## src/hdl/tllw_pkg.sv

```systemverilog
// Shared types, constants and saturation helpers of the text line layout walker.
// Used by every other file of the block; depends on nothing.
`timescale 1ns / 1ps

package tllw_pkg;

  localparam int CP_W       = 21;
  localparam int ADV_W      = 16;
  localparam int TAB_W      = 18;
  localparam int XY_W       = 24;
  localparam int CFG_IDX_W  = 3;
  localparam int CFG_DATA_W = 24;

  localparam logic [CP_W-1:0] CP_TAB   = 21'd9;
  localparam logic [CP_W-1:0] CP_LF    = 21'd10;
  localparam logic [CP_W-1:0] CP_CR    = 21'd13;
  localparam logic [CP_W-1:0] CP_SPACE = 21'd32;

  localparam logic [CFG_IDX_W-1:0] REG_LINE_ADVANCE   = 3'd0;
  localparam logic [CFG_IDX_W-1:0] REG_LINE_HEIGHT    = 3'd1;
  localparam logic [CFG_IDX_W-1:0] REG_TAB_ADVANCE    = 3'd2;
  localparam logic [CFG_IDX_W-1:0] REG_SCALE_X        = 3'd3;
  localparam logic [CFG_IDX_W-1:0] REG_SCALE_Y        = 3'd4;
  localparam logic [CFG_IDX_W-1:0] REG_WRAP_WIDTH     = 3'd5;
  localparam logic [CFG_IDX_W-1:0] REG_MAX_HEIGHT     = 3'd6;
  localparam logic [CFG_IDX_W-1:0] REG_LETTER_SPACING = 3'd7;

  localparam logic [15:0] RST_LINE_ADVANCE = 16'd4096;
  localparam logic [15:0] RST_LINE_HEIGHT  = 16'd4096;
  localparam logic [17:0] RST_TAB_ADVANCE  = 18'd12288;
  localparam logic [15:0] RST_SCALE        = 16'd256;

  localparam logic RK_PLACE   = 1'b0;
  localparam logic RK_MEASURE = 1'b1;

  typedef enum logic [2:0] {
    K_SKIP    = 3'd0,
    K_NEWLINE = 3'd1,
    K_TAB     = 3'd2,
    K_MISSING = 3'd3,
    K_GLYPH   = 3'd4
  } item_kind_e;

  // One classified request as it waits between the front and the back part.
  typedef struct packed {
    item_kind_e         kind;
    logic               is_space;
    logic               cp_nonzero;
    logic [ADV_W-1:0]   glyph_advance;
    logic signed [15:0] pair_kerning;
    logic               end_of_text;
  } entry_t;

  typedef struct packed {
    logic [15:0]        line_advance;
    logic [15:0]        line_height;
    logic [TAB_W-1:0]   tab_advance;
    logic [15:0]        scale_x;
    logic [15:0]        scale_y;
    logic [23:0]        wrap_width;
    logic [23:0]        max_height;
    logic signed [15:0] letter_spacing;
  } cfg_t;

  typedef struct packed {
    logic                 result_kind;
    logic signed [XY_W-1:0] pen_x;
    logic [XY_W-1:0]      pen_y;
    logic [XY_W-1:0]      measured_width;
    logic [XY_W-1:0]      measured_height;
    logic                 last_of_run;
  } out_item_t;

  function automatic logic signed [31:0] sat_s32(input logic signed [34:0] v);
    if (v > 35'sd2147483647) begin
      return 32'sh7FFF_FFFF;
    end else if (v < -35'sd2147483648) begin
      return 32'sh8000_0000;
    end
    return v[31:0];
  endfunction

  function automatic logic [31:0] sat_u32(input logic signed [34:0] v);
    if (v < 35'sd0) begin
      return 32'd0;
    end else if (v > 35'sd4294967295) begin
      return 32'hFFFF_FFFF;
    end
    return v[31:0];
  endfunction

  function automatic logic [XY_W-1:0] sat_s24(input logic signed [31:0] v);
    if (v > 32'sd8388607) begin
      return 24'h7F_FFFF;
    end else if (v < -32'sd8388608) begin
      return 24'h80_0000;
    end
    return v[23:0];
  endfunction

  function automatic logic [XY_W-1:0] sat_u24(input logic [43:0] v);
    return (v > 44'hFF_FFFF) ? 24'hFF_FFFF : v[23:0];
  endfunction

endpackage

```

## src/hdl/tllw_intf.sv

```systemverilog
// Valid/ready channel interfaces for codepoint requests and layout results.
// Depends on tllw_pkg for the field widths.
`timescale 1ns / 1ps

interface tllw_item_if;
  logic                        valid;
  logic                        ready;
  logic [tllw_pkg::CP_W-1:0]   code_point;
  logic                        glyph_found;
  logic [tllw_pkg::ADV_W-1:0]  glyph_advance;
  logic signed [15:0]          pair_kerning;
  logic                        end_of_text;

  modport source (
    output valid, code_point, glyph_found, glyph_advance, pair_kerning, end_of_text,
    input  ready
  );
  modport sink (
    input  valid, code_point, glyph_found, glyph_advance, pair_kerning, end_of_text,
    output ready
  );
endinterface

interface tllw_result_if;
  logic                          valid;
  logic                          ready;
  logic                          result_kind;
  logic signed [tllw_pkg::XY_W-1:0] pen_x;
  logic [tllw_pkg::XY_W-1:0]     pen_y;
  logic [tllw_pkg::XY_W-1:0]     measured_width;
  logic [tllw_pkg::XY_W-1:0]     measured_height;
  logic                          last_of_run;

  modport source (
    output valid, result_kind, pen_x, pen_y, measured_width, measured_height, last_of_run,
    input  ready
  );
  modport sink (
    input  valid, result_kind, pen_x, pen_y, measured_width, measured_height, last_of_run,
    output ready
  );
endinterface

```

## src/hdl/text_line_layout_walker.sv

```systemverilog
// Top level of the text line layout walker: configuration registers and the
// front, queue and back parts. Depends on tllw_pkg, tllw_intf.sv and the tllw_* modules.
//
//   channel    direction  accepted when           carries
//   item_i     in         valid && ready          one decoded codepoint request
//   result_o   out        valid && ready          glyph placement or measurement
//   cfg_*      in         cfg_we_i high           register write, no read-back
//
// The front takes one request per cycle while the queue has room.
// The back takes a request in ST_PROD, where the wrap and height products are
// registered, then compares them in ST_PLACE and updates the pen cursor; this cursor loop
// through the multipliers means it takes no new request until the last one has left ST_PLACE.
// A request with end_of_text then goes through ST_MPROD for the measurement products.
// Reset clears the cursor, the queue and the result valid flag and loads the
// register defaults; a stalled result only stops the back, the queue keeps filling.
`timescale 1ns / 1ps

module text_line_layout_walker #(
  parameter int QUEUE_DEPTH = 4
) (
  input  logic                               clk_i,
  input  logic                               rst_ni,
  input  logic                               cfg_we_i,
  input  logic [tllw_pkg::CFG_IDX_W-1:0]     cfg_index_i,
  input  logic [tllw_pkg::CFG_DATA_W-1:0]    cfg_data_i,
  tllw_item_if.sink                          item_i,
  tllw_result_if.source                      result_o
);

  tllw_pkg::cfg_t   cfg_q;
  logic             push_valid, push_ready;
  tllw_pkg::entry_t push_entry;
  logic             q_valid, q_pop;
  tllw_pkg::entry_t q_entry;

  always_ff @(posedge clk_i or negedge rst_ni) begin
    if (!rst_ni) begin
      cfg_q.line_advance   <= tllw_pkg::RST_LINE_ADVANCE;
      cfg_q.line_height    <= tllw_pkg::RST_LINE_HEIGHT;
      cfg_q.tab_advance    <= tllw_pkg::RST_TAB_ADVANCE;
      cfg_q.scale_x        <= tllw_pkg::RST_SCALE;
      cfg_q.scale_y        <= tllw_pkg::RST_SCALE;
      cfg_q.wrap_width     <= '0;
      cfg_q.max_height     <= '0;
      cfg_q.letter_spacing <= '0;
    end else if (cfg_we_i) begin
      unique case (cfg_index_i)
        tllw_pkg::REG_LINE_ADVANCE:   cfg_q.line_advance   <= cfg_data_i[15:0];
        tllw_pkg::REG_LINE_HEIGHT:    cfg_q.line_height    <= cfg_data_i[15:0];
        tllw_pkg::REG_TAB_ADVANCE:    cfg_q.tab_advance    <= cfg_data_i[17:0];
        tllw_pkg::REG_SCALE_X:        cfg_q.scale_x        <= cfg_data_i[15:0];
        tllw_pkg::REG_SCALE_Y:        cfg_q.scale_y        <= cfg_data_i[15:0];
        tllw_pkg::REG_WRAP_WIDTH:     cfg_q.wrap_width     <= cfg_data_i[23:0];
        tllw_pkg::REG_MAX_HEIGHT:     cfg_q.max_height     <= cfg_data_i[23:0];
        tllw_pkg::REG_LETTER_SPACING: cfg_q.letter_spacing <= $signed(cfg_data_i[15:0]);
        default: ;
      endcase
    end
  end

  tllw_front u_front (
    .item_i       (item_i),
    .push_valid_o (push_valid),
    .push_entry_o (push_entry),
    .push_ready_i (push_ready)
  );

  tllw_queue #(
    .DEPTH (QUEUE_DEPTH)
  ) u_queue (
    .clk_i        (clk_i),
    .rst_ni       (rst_ni),
    .push_valid_i (push_valid),
    .push_entry_i (push_entry),
    .push_ready_o (push_ready),
    .pop_i        (q_pop),
    .pop_valid_o  (q_valid),
    .pop_entry_o  (q_entry)
  );

  tllw_back u_back (
    .clk_i     (clk_i),
    .rst_ni    (rst_ni),
    .cfg_i     (cfg_q),
    .q_valid_i (q_valid),
    .q_entry_i (q_entry),
    .q_pop_o   (q_pop),
    .result_o  (result_o)
  );

  a_pop_needs_entry: assert property (@(posedge clk_i) disable iff (!rst_ni)
    q_pop |-> q_valid)
    else $error("back part popped an empty queue");

  a_measure_shape: assert property (@(posedge clk_i) disable iff (!rst_ni)
    (result_o.valid && (result_o.result_kind == tllw_pkg::RK_MEASURE)) |->
      (result_o.last_of_run && (result_o.pen_x == '0) && (result_o.pen_y == '0)))
    else $error("measurement result is malformed");

  a_place_shape: assert property (@(posedge clk_i) disable iff (!rst_ni)
    (result_o.valid && (result_o.result_kind == tllw_pkg::RK_PLACE)) |->
      ((result_o.measured_width == '0) && (result_o.measured_height == '0)))
    else $error("placement result carries measurement data");

endmodule

```

## src/hdl/tllw_front.sv

```systemverilog
// Front part: accepts codepoint requests and classifies them for the queue.
// Depends on tllw_pkg and the item interface in tllw_intf.sv.
`timescale 1ns / 1ps

module tllw_front (
  tllw_item_if.sink        item_i,
  output logic             push_valid_o,
  output tllw_pkg::entry_t push_entry_o,
  input  logic             push_ready_i
);

  tllw_pkg::item_kind_e kind;

  always_comb begin
    if (item_i.code_point == tllw_pkg::CP_CR) begin
      kind = tllw_pkg::K_SKIP;
    end else if (item_i.code_point == tllw_pkg::CP_LF) begin
      kind = tllw_pkg::K_NEWLINE;
    end else if (item_i.code_point == tllw_pkg::CP_TAB) begin
      kind = tllw_pkg::K_TAB;
    end else if (!item_i.glyph_found) begin
      kind = tllw_pkg::K_MISSING;
    end else begin
      kind = tllw_pkg::K_GLYPH;
    end
  end

  assign push_entry_o.kind          = kind;
  assign push_entry_o.is_space      = (item_i.code_point == tllw_pkg::CP_SPACE);
  assign push_entry_o.cp_nonzero    = (item_i.code_point != '0);
  assign push_entry_o.glyph_advance = item_i.glyph_advance;
  assign push_entry_o.pair_kerning  = item_i.pair_kerning;
  assign push_entry_o.end_of_text   = item_i.end_of_text;

  assign push_valid_o = item_i.valid;
  assign item_i.ready = push_ready_i;

endmodule

```

## src/hdl/tllw_queue.sv

```systemverilog
// Short FIFO of classified requests between the front and the back part.
// Depends on tllw_pkg for the entry type.
`timescale 1ns / 1ps

module tllw_queue #(
  parameter int DEPTH = 4
) (
  input  logic             clk_i,
  input  logic             rst_ni,
  input  logic             push_valid_i,
  input  tllw_pkg::entry_t push_entry_i,
  output logic             push_ready_o,
  input  logic             pop_i,
  output logic             pop_valid_o,
  output tllw_pkg::entry_t pop_entry_o
);

  localparam int PTR_W = (DEPTH > 1) ? $clog2(DEPTH) : 1;
  localparam int CNT_W = $clog2(DEPTH + 1);

  tllw_pkg::entry_t   slots_q [DEPTH];
  logic [PTR_W-1:0]   wr_ptr_q, wr_ptr_d;
  logic [PTR_W-1:0]   rd_ptr_q, rd_ptr_d;
  logic [CNT_W-1:0]   count_q, count_d;
  logic               push, pop;

  assign push_ready_o = (count_q != CNT_W'(DEPTH));
  assign pop_valid_o  = (count_q != '0);
  assign pop_entry_o  = slots_q[rd_ptr_q];
  assign push         = push_valid_i && push_ready_o;
  assign pop          = pop_i && pop_valid_o;

  always_comb begin
    wr_ptr_d = wr_ptr_q;
    rd_ptr_d = rd_ptr_q;
    count_d  = count_q;
    if (push) begin
      wr_ptr_d = (wr_ptr_q == PTR_W'(DEPTH - 1)) ? '0 : wr_ptr_q + 1'b1;
    end
    if (pop) begin
      rd_ptr_d = (rd_ptr_q == PTR_W'(DEPTH - 1)) ? '0 : rd_ptr_q + 1'b1;
    end
    if (push && !pop) begin
      count_d = count_q + 1'b1;
    end else if (pop && !push) begin
      count_d = count_q - 1'b1;
    end
  end

  always_ff @(posedge clk_i or negedge rst_ni) begin
    if (!rst_ni) begin
      wr_ptr_q <= '0;
      rd_ptr_q <= '0;
      count_q  <= '0;
    end else begin
      wr_ptr_q <= wr_ptr_d;
      rd_ptr_q <= rd_ptr_d;
      count_q  <= count_d;
    end
  end

  always_ff @(posedge clk_i) begin
    if (push) begin
      slots_q[wr_ptr_q] <= push_entry_i;
    end
  end

endmodule

```

## src/hdl/tllw_back.sv

```systemverilog
// Back part: pen cursor, wrap and height tests, measurement and the result register.
// Depends on tllw_pkg and the result interface in tllw_intf.sv.
`timescale 1ns / 1ps

module tllw_back (
  input  logic             clk_i,
  input  logic             rst_ni,
  input  tllw_pkg::cfg_t   cfg_i,
  input  logic             q_valid_i,
  input  tllw_pkg::entry_t q_entry_i,
  output logic             q_pop_o,
  tllw_result_if.source    result_o
);

  typedef enum logic [3:0] {
    ST_PROD  = 4'b0001,
    ST_PLACE = 4'b0010,
    ST_MPROD = 4'b0100,
    ST_MEAS  = 4'b1000
  } back_state_e;

  back_state_e         state_q, state_d;
  tllw_pkg::entry_t    cur_q;
  logic signed [31:0]  pen_col_q, pen_col_d;
  logic [31:0]         pen_row_q, pen_row_d;
  logic                prior_set_q, prior_set_d;
  logic [31:0]         widest_q, widest_d;
  logic                halted_q, halted_d;
  logic signed [51:0]  prod_w_q;
  logic [48:0]         prod_h_q;
  logic [31:0]         row_brk_q;
  tllw_pkg::out_item_t out_q, out_d;
  logic                out_valid_q, out_valid_d;

  logic [17:0]         adv_eff;
  logic [32:0]         row_sum;
  logic [31:0]         row_brk;
  logic                meas_sel;
  logic signed [34:0]  mul_a_op;
  logic signed [51:0]  mul_a;
  logic [32:0]         mul_b_op;
  logic [48:0]         mul_b;
  logic                load_prod;

  logic                wrap_hit, height_hit, place, slot_free;
  logic signed [31:0]  base_col, kern_col;
  logic signed [34:0]  ext, tab_sum;
  logic [31:0]         ext_u;

  // Operand products for the next request (or for the measurement) are
  // registered before any compare uses them.
  assign adv_eff  = (q_entry_i.kind == tllw_pkg::K_TAB) ? cfg_i.tab_advance
                                                        : {2'b0, q_entry_i.glyph_advance};
  assign row_sum  = {1'b0, pen_row_q} + {17'b0, cfg_i.line_advance};
  assign row_brk  = row_sum[32] ? 32'hFFFF_FFFF : row_sum[31:0];
  assign meas_sel = (state_q == ST_MPROD);
  assign mul_a_op = meas_sel ? $signed({3'b0, widest_q})
                             : 35'(pen_col_q) + $signed({17'b0, adv_eff});
  assign mul_b_op = meas_sel ? {1'b0, pen_row_q} + {17'b0, cfg_i.line_height}
                             : {1'b0, row_brk} + {17'b0, cfg_i.line_advance};
  assign mul_a    = mul_a_op * $signed({1'b0, cfg_i.scale_x});
  assign mul_b    = mul_b_op * cfg_i.scale_y;
  assign load_prod = ((state_q == ST_PROD) && q_valid_i) || meas_sel;

  assign wrap_hit   = (cfg_i.wrap_width != '0) && (pen_col_q > 32'sd0) &&
                      (prod_w_q > $signed({20'b0, cfg_i.wrap_width, 8'b0}));
  assign height_hit = (cfg_i.max_height != '0) &&
                      (prod_h_q > {17'b0, cfg_i.max_height, 8'b0});

  // After a wrap the line starts over at zero with no kerning history.
  assign base_col = wrap_hit ? 32'sd0 : pen_col_q;
  assign kern_col = (prior_set_q && !wrap_hit)
                    ? tllw_pkg::sat_s32(35'(base_col) + 35'($signed(cur_q.pair_kerning)))
                    : base_col;
  assign ext      = 35'(kern_col) + $signed({19'b0, cur_q.glyph_advance}) +
                    35'($signed(cfg_i.letter_spacing));
  assign ext_u    = tllw_pkg::sat_u32(ext);
  assign tab_sum  = 35'(base_col) + $signed({17'b0, cfg_i.tab_advance});

  // A space that forces a wrap is dropped, and nothing is placed once halted.
  assign place = !halted_q && (cur_q.kind == tllw_pkg::K_GLYPH) &&
                 !(wrap_hit && (height_hit || cur_q.is_space));

  assign slot_free = !out_valid_q || result_o.ready;

  always_comb begin
    state_d     = state_q;
    pen_col_d   = pen_col_q;
    pen_row_d   = pen_row_q;
    prior_set_d = prior_set_q;
    widest_d    = widest_q;
    halted_d    = halted_q;
    out_d       = out_q;
    out_valid_d = out_valid_q && !result_o.ready;
    q_pop_o     = 1'b0;

    unique case (state_q)
      ST_PROD: begin
        if (q_valid_i) begin
          q_pop_o = 1'b1;
          state_d = ST_PLACE;
        end
      end
      ST_PLACE: begin
        if (!place || slot_free) begin
          if (!halted_q) begin
            case (cur_q.kind)
              tllw_pkg::K_NEWLINE: begin
                pen_col_d   = 32'sd0;
                pen_row_d   = row_brk_q;
                prior_set_d = 1'b0;
                halted_d    = height_hit;
              end
              tllw_pkg::K_TAB: begin
                if (wrap_hit) begin
                  pen_row_d = row_brk_q;
                end
                if (wrap_hit && height_hit) begin
                  pen_col_d = 32'sd0;
                  halted_d  = 1'b1;
                end else begin
                  pen_col_d = tllw_pkg::sat_s32(tab_sum);
                end
                prior_set_d = 1'b0;
              end
              tllw_pkg::K_MISSING: begin
                prior_set_d = 1'b0;
              end
              tllw_pkg::K_GLYPH: begin
                if (wrap_hit) begin
                  pen_col_d   = 32'sd0;
                  pen_row_d   = row_brk_q;
                  prior_set_d = 1'b0;
                  halted_d    = height_hit;
                end
                if (place) begin
                  pen_col_d   = tllw_pkg::sat_s32(ext);
                  prior_set_d = cur_q.cp_nonzero;
                  if (ext_u > widest_q) begin
                    widest_d = ext_u;
                  end
                  out_valid_d           = 1'b1;
                  out_d.result_kind     = tllw_pkg::RK_PLACE;
                  out_d.pen_x           = tllw_pkg::sat_s24(kern_col);
                  out_d.pen_y           = tllw_pkg::sat_u24({12'b0,
                                            (wrap_hit ? row_brk_q : pen_row_q)});
                  out_d.measured_width  = '0;
                  out_d.measured_height = '0;
                  out_d.last_of_run     = !cur_q.end_of_text;
                end
              end
              default: ;
            endcase
          end
          state_d = cur_q.end_of_text ? ST_MPROD : ST_PROD;
        end
      end
      ST_MPROD: begin
        state_d = ST_MEAS;
      end
      ST_MEAS: begin
        if (slot_free) begin
          out_valid_d           = 1'b1;
          out_d.result_kind     = tllw_pkg::RK_MEASURE;
          out_d.pen_x           = '0;
          out_d.pen_y           = '0;
          out_d.measured_width  = tllw_pkg::sat_u24(prod_w_q[51:8]);
          out_d.measured_height = tllw_pkg::sat_u24({3'b0, prod_h_q[48:8]});
          out_d.last_of_run     = 1'b1;
          pen_col_d   = 32'sd0;
          pen_row_d   = '0;
          prior_set_d = 1'b0;
          widest_d    = '0;
          halted_d    = 1'b0;
          state_d     = ST_PROD;
        end
      end
      default: begin
        state_d = ST_PROD;
      end
    endcase
  end

  always_ff @(posedge clk_i or negedge rst_ni) begin
    if (!rst_ni) begin
      state_q     <= ST_PROD;
      pen_col_q   <= 32'sd0;
      pen_row_q   <= '0;
      prior_set_q <= 1'b0;
      widest_q    <= '0;
      halted_q    <= 1'b0;
      out_valid_q <= 1'b0;
    end else begin
      state_q     <= state_d;
      pen_col_q   <= pen_col_d;
      pen_row_q   <= pen_row_d;
      prior_set_q <= prior_set_d;
      widest_q    <= widest_d;
      halted_q    <= halted_d;
      out_valid_q <= out_valid_d;
    end
  end

  always_ff @(posedge clk_i) begin
    out_q <= out_d;
    if (q_pop_o) begin
      cur_q     <= q_entry_i;
      row_brk_q <= row_brk;
    end
    if (load_prod) begin
      prod_w_q <= mul_a;
      prod_h_q <= mul_b;
    end
  end

  assign result_o.valid           = out_valid_q;
  assign result_o.result_kind     = out_q.result_kind;
  assign result_o.pen_x           = out_q.pen_x;
  assign result_o.pen_y           = out_q.pen_y;
  assign result_o.measured_width  = out_q.measured_width;
  assign result_o.measured_height = out_q.measured_height;
  assign result_o.last_of_run     = out_q.last_of_run;

endmodule

```

## src/flat_wrapper.sv

```systemverilog
// flat-port wrapper written by rule: the top's interface ports become plain ports
module text_line_layout_walker_flat 
#(
  parameter int QUEUE_DEPTH = 4
)
  (clk_i, rst_ni, cfg_we_i, cfg_index_i, cfg_data_i, item_i_valid, item_i_code_point, item_i_glyph_found, item_i_glyph_advance, item_i_pair_kerning, item_i_end_of_text, item_i_ready, result_o_valid, result_o_result_kind, result_o_pen_x, result_o_pen_y, result_o_measured_width, result_o_measured_height, result_o_last_of_run, result_o_ready);
  tllw_item_if item_i_i ();
  tllw_result_if result_o_i ();
  input  logic clk_i;
  input  logic rst_ni;
  input  logic cfg_we_i;
  input  logic [tllw_pkg::CFG_IDX_W-1:0] cfg_index_i;
  input  logic [tllw_pkg::CFG_DATA_W-1:0] cfg_data_i;
  input wire logic [$bits(item_i_i.valid)-1:0] item_i_valid;
  input wire logic [$bits(item_i_i.code_point)-1:0] item_i_code_point;
  input wire logic [$bits(item_i_i.glyph_found)-1:0] item_i_glyph_found;
  input wire logic [$bits(item_i_i.glyph_advance)-1:0] item_i_glyph_advance;
  input wire logic [$bits(item_i_i.pair_kerning)-1:0] item_i_pair_kerning;
  input wire logic [$bits(item_i_i.end_of_text)-1:0] item_i_end_of_text;
  output wire logic [$bits(item_i_i.ready)-1:0] item_i_ready;
  output wire logic [$bits(result_o_i.valid)-1:0] result_o_valid;
  output wire logic [$bits(result_o_i.result_kind)-1:0] result_o_result_kind;
  output wire logic [$bits(result_o_i.pen_x)-1:0] result_o_pen_x;
  output wire logic [$bits(result_o_i.pen_y)-1:0] result_o_pen_y;
  output wire logic [$bits(result_o_i.measured_width)-1:0] result_o_measured_width;
  output wire logic [$bits(result_o_i.measured_height)-1:0] result_o_measured_height;
  output wire logic [$bits(result_o_i.last_of_run)-1:0] result_o_last_of_run;
  input wire logic [$bits(result_o_i.ready)-1:0] result_o_ready;
  assign item_i_i.valid = item_i_valid;
  assign item_i_i.code_point = item_i_code_point;
  assign item_i_i.glyph_found = item_i_glyph_found;
  assign item_i_i.glyph_advance = item_i_glyph_advance;
  assign item_i_i.pair_kerning = item_i_pair_kerning;
  assign item_i_i.end_of_text = item_i_end_of_text;
  assign item_i_ready = item_i_i.ready;
  assign result_o_valid = result_o_i.valid;
  assign result_o_result_kind = result_o_i.result_kind;
  assign result_o_pen_x = result_o_i.pen_x;
  assign result_o_pen_y = result_o_i.pen_y;
  assign result_o_measured_width = result_o_i.measured_width;
  assign result_o_measured_height = result_o_i.measured_height;
  assign result_o_last_of_run = result_o_i.last_of_run;
  assign result_o_i.ready = result_o_ready;
  text_line_layout_walker #(.QUEUE_DEPTH(QUEUE_DEPTH)) u_core (.clk_i(clk_i), .rst_ni(rst_ni), .cfg_we_i(cfg_we_i), .cfg_index_i(cfg_index_i), .cfg_data_i(cfg_data_i), .item_i(item_i_i), .result_o(result_o_i));
endmodule
```

## config.mk

```make
export PLATFORM = sky130hd
export DESIGN_NAME = text_line_layout_walker_flat
export DESIGN_NICKNAME = d
export VERILOG_FILES = /design/src/hdl/tllw_pkg.sv /design/src/hdl/tllw_intf.sv /design/src/hdl/text_line_layout_walker.sv /design/src/hdl/tllw_front.sv /design/src/hdl/tllw_queue.sv /design/src/hdl/tllw_back.sv /design/src/flat_wrapper.sv
export SDC_FILE = /design/constraint.sdc
export NUM_CORES = 2
export LEC_CHECK = 0
export BUFFER_PORTS_ARGS = -buffer_cell sky130_fd_sc_hd__buf_2
export CORE_MARGIN = 10
export CORE_UTILIZATION = 55
export CTS_BUF_LIST = sky130_fd_sc_hd__clkbuf_8
export DETAILED_ROUTE_END_ITERATION = 10
export GPL_ROUTABILITY_DRIVEN = 0
export PLACE_DENSITY = 0.72
export SLEW_MARGIN = 0
export SYNTH_ARGS = -nofsm -noshare
export SYNTH_HDL_FRONTEND = slang
export SYNTH_SLANG_ARGS = --single-unit
export TNS_END_PERCENT = 1
```

## constraint.sdc

```tcl
create_clock -name clk_i -period 15.43 [get_ports clk_i]
set_input_delay 2.3145 -clock clk_i [delete_from_list [all_inputs] [get_ports clk_i]]
set_output_delay 2.3145 -clock clk_i [all_outputs]
set_load 0.005 [all_outputs]
```

==> run metrics <==
status=finished, final reports clean; final hold violation count=0; Final Max Slew Viols=0; Total GRT Usage=28.85%; Die Wd=386.8 um; Core Footprint=0.1336 sq mm; Worst Path Required=16.15 ns; largest net degree at the start of global routing=91; Via density=6.006; post-route ant nets=0; global-route wire length before repair=340.4 mm; Max-Cap Viols=0; post-cts sizing count=0; vias in the first global route=58966; fin util=59.44%; Port Buffers=186; Setup crit end kind=flip-flop; num ports=187; Die Footprint=0.1496 sq mm; critical path arrival=14.34 ns; Final Cycle Share=88.25%; Setup violations, final=0; Slew @ Worst Pin=1.244 ns; top_reg_cell synth=edfxtp_1; relative slew slack=14.91%; final wirelength=215.5 mm; post-CTS setup buffer count=0; grt ovf=0; net count after synthesis=9122; Clock Root Buffer=clkbuf_8; routed via count=57298; Synth async-reset ratio=37.81%; DRC violations left=0; initial cell density of the core=55.39%; CTS sink count=677; slowest CP cell=o31ai_4; Mapped Area=0.07401 sq mm; Critical Path Most Common Cell=a21o_1; Syn Area/Cell=9.767 sq um; Post-Synthesis Cells=7578; worst reg2reg setup slack=1.81 ns; Seq/Total Area, Yosys=25.75%; Pre-antenna DRT Iters=7; First DRT Iteration DRCs=5378; Layout Area Growth over Synthesis=7.313%; filler cell count=11233; initial antenna violation count=23; fraction of layout instances using a drive strength above 1=10.33%; CTS Buf Count=114; RSZ-0062 raised after global routing=false; EDFF count, synth=421; worst skew pair latency=0.92 ns; Clock Skew=0.1111 ns; Critical Path Max Stage Delay=1.02 ns; CTS tree=built; synth unique cells=106; HPWL after DPL=163.5 mm; pre-CTS WS=2.173 ns; Routed WL per cell=22.59 um; fmax=0.07343 GHz; htree depth=3; Critical Path Source Type=flip-flop; hold buffer count at CTS=0; most common cell after layout, fill and taps aside=inv_1; reg2reg path depth=47; Area after DPL=0.07685 sq mm; HP Class=flip-flop to flip-flop; WHS Path Cells=1; clock slew at reported path FFs=0.06 ns; setup TNS=0 ns; Crit Path Category=flip-flop to flip-flop; Critical R2R Capture=u_core.u_back.widest_q[26]; fin area=0.07942 sq mm; Ys Warns=0; Worst R2R Start=u_core.u_back.prod_w_q[34]; min-delay src=u_core.u_back.row_brk_q[10]; row cnt=134; final setup margin=1.812 ns; fin nets=9198; Hold Path Sink=u_core.u_back.pen_row_q[10]; Tmin final=13.62 ns; post-synthesis register bit count=677; die extent in y=386.8 um; Crit Path Max Fanout=69; commonest non-fill, non-tap cells in the layout=inv_1 (1234), fa_1 (966), nand2_1 (914); Clock Path Buffers=3
## layer usage
| layer | GRT usage [%] | share of wire (%) |
|---|---|---|
| met1 | 38.80 | 40 |
| met2 | 43.43 | 44 |
| met3 | 8.001 | 12 |
| met4 | 13.09 | 4.8 |
| met5 | 0 | 0.060 |
## logic make-up after synthesis
kind of cell | after synthesis | share of synthesized area [%]
and+or+nand+nor | 2200 | 14.21
adders and majority gates | 1462 | 34.50
muxes | 227 | 3.988
xor gates and xnor gates | 253 | 2.994
buffers and inverters | 1556 | 8.030
DFF | 677 | 25.75
AOI/OAI and AO/OA | 1203 | 10.53
## Yosys cell counts (31+ instances only)
cell type	instances	area, sq um
a21oi_1	384	1922
a31oi_1	31	193.9
nor2b_1	76	475.5
nand3_1	112	560.5
nor3_1	54	270.3
xnor2_1	167	1463
and2_1	354	2215
buf_1	37	138.9
o21a_1	59	442.9
a22o_1	37	324.1
ha_1	491	6143
clkbuf_1	272	1021
inv_1	1201	4508
o21ai_1	34	170.2
mux2_2	163	1836
nor4_1	43	269.0
xor2_1	86	753.2
edfxtp_1	421	12640
buf_2	36	180.2
o21ai_0	225	1126
nand4_1	66	412.9
nand2b_1	58	362.9
a21o_1	149	1119
nand2_1	915	3435
mux4_2	38	855.8
dfrtp_1	249	6231
nor2_1	375	1408
fa_1	966	19340
and3_1	52	325.3
## state kept, by name, summed over array words and instances (netlist names), 38 cells and up
signal / cells
u_core.u_back.prod_h_q: 49
u_core.u_queue.slots_q: 152
u_core.cfg_q: 146
u_core.u_back.cur_q: 38
u_core.u_back.prod_w_q: 52
## metrics by stage
| step | instances | hold WS, ns |
|---|---|---|
| after floorplan | 7578 | 0.4156 |
| after global placement | 9306 | 0.4815 |
| after detailed placement | 9306 | 0.4887 |
| after CTS | 9523 | 0.4959 |
| after global routing | 9526 | 0.5187 |
| final | 9540 | 0.4947 |
## worst max path at each step
| stage | from | cells past startpoint | slack, ns | end |
|---|---|---|---|---|
| 2_1_floorplan | u_core.u_back.pen_row_q[0] | 49 | 3.92 | u_core.u_back.prod_h_q[45] |
| 3_3_place_gp | u_core.u_back.prod_w_q[34] | 42 | 2.56 | u_core.u_back.widest_q[0] |
| 3_5_place_dp | u_core.u_back.prod_w_q[34] | 43 | 2.17 | u_core.u_back.widest_q[26] |
| 4_1_cts | u_core.u_back.prod_w_q[34] | 47 | 2.08 | u_core.u_back.widest_q[26] |
| 5_1_grt | u_core.u_back.prod_w_q[34] | 45 | 1.04 | u_core.u_back.widest_q[26] |
| 6_report | u_core.u_back.prod_w_q[34] | 47 | 1.81 | u_core.u_back.widest_q[26] |
## layout make-up
| cell class | instances | area [sq um] | area share [%] |
|---|---|---|---|
| inverter | 1201 | 4508 | 5.676 |
| antenna | 17 | 42.54 | 0.05356 |
| clock inverter | 96 | 868.3 | 1.093 |
| timing repair buffer | 315 | 1909 | 2.404 |
| sequential | 677 | 19060 | 24.00 |
| tap | 1768 | 2212 | 2.785 |
| multi-input combinational | 5345 | 49150 | 61.89 |
| clock buffer | 121 | 1665 | 2.097 |
## critical path, delay by kind of cell, from the launching register on
kind / cells / cell delay, ns
AO/OA/AOI/OAI: 26 / 6.67
XOR/XNOR: 1 / 0.13
adder cells (fa/ha/maj): 5 / 1.76
buffers and inverters: 5 / 1.37
flip-flops: 1 / 0.35
AND/OR/NAND/NOR: 10 / 3.06
Power is left out: the tool's default activity adds up to more than one toggle a clock period on the data nets, which glitch-free logic cannot reach.
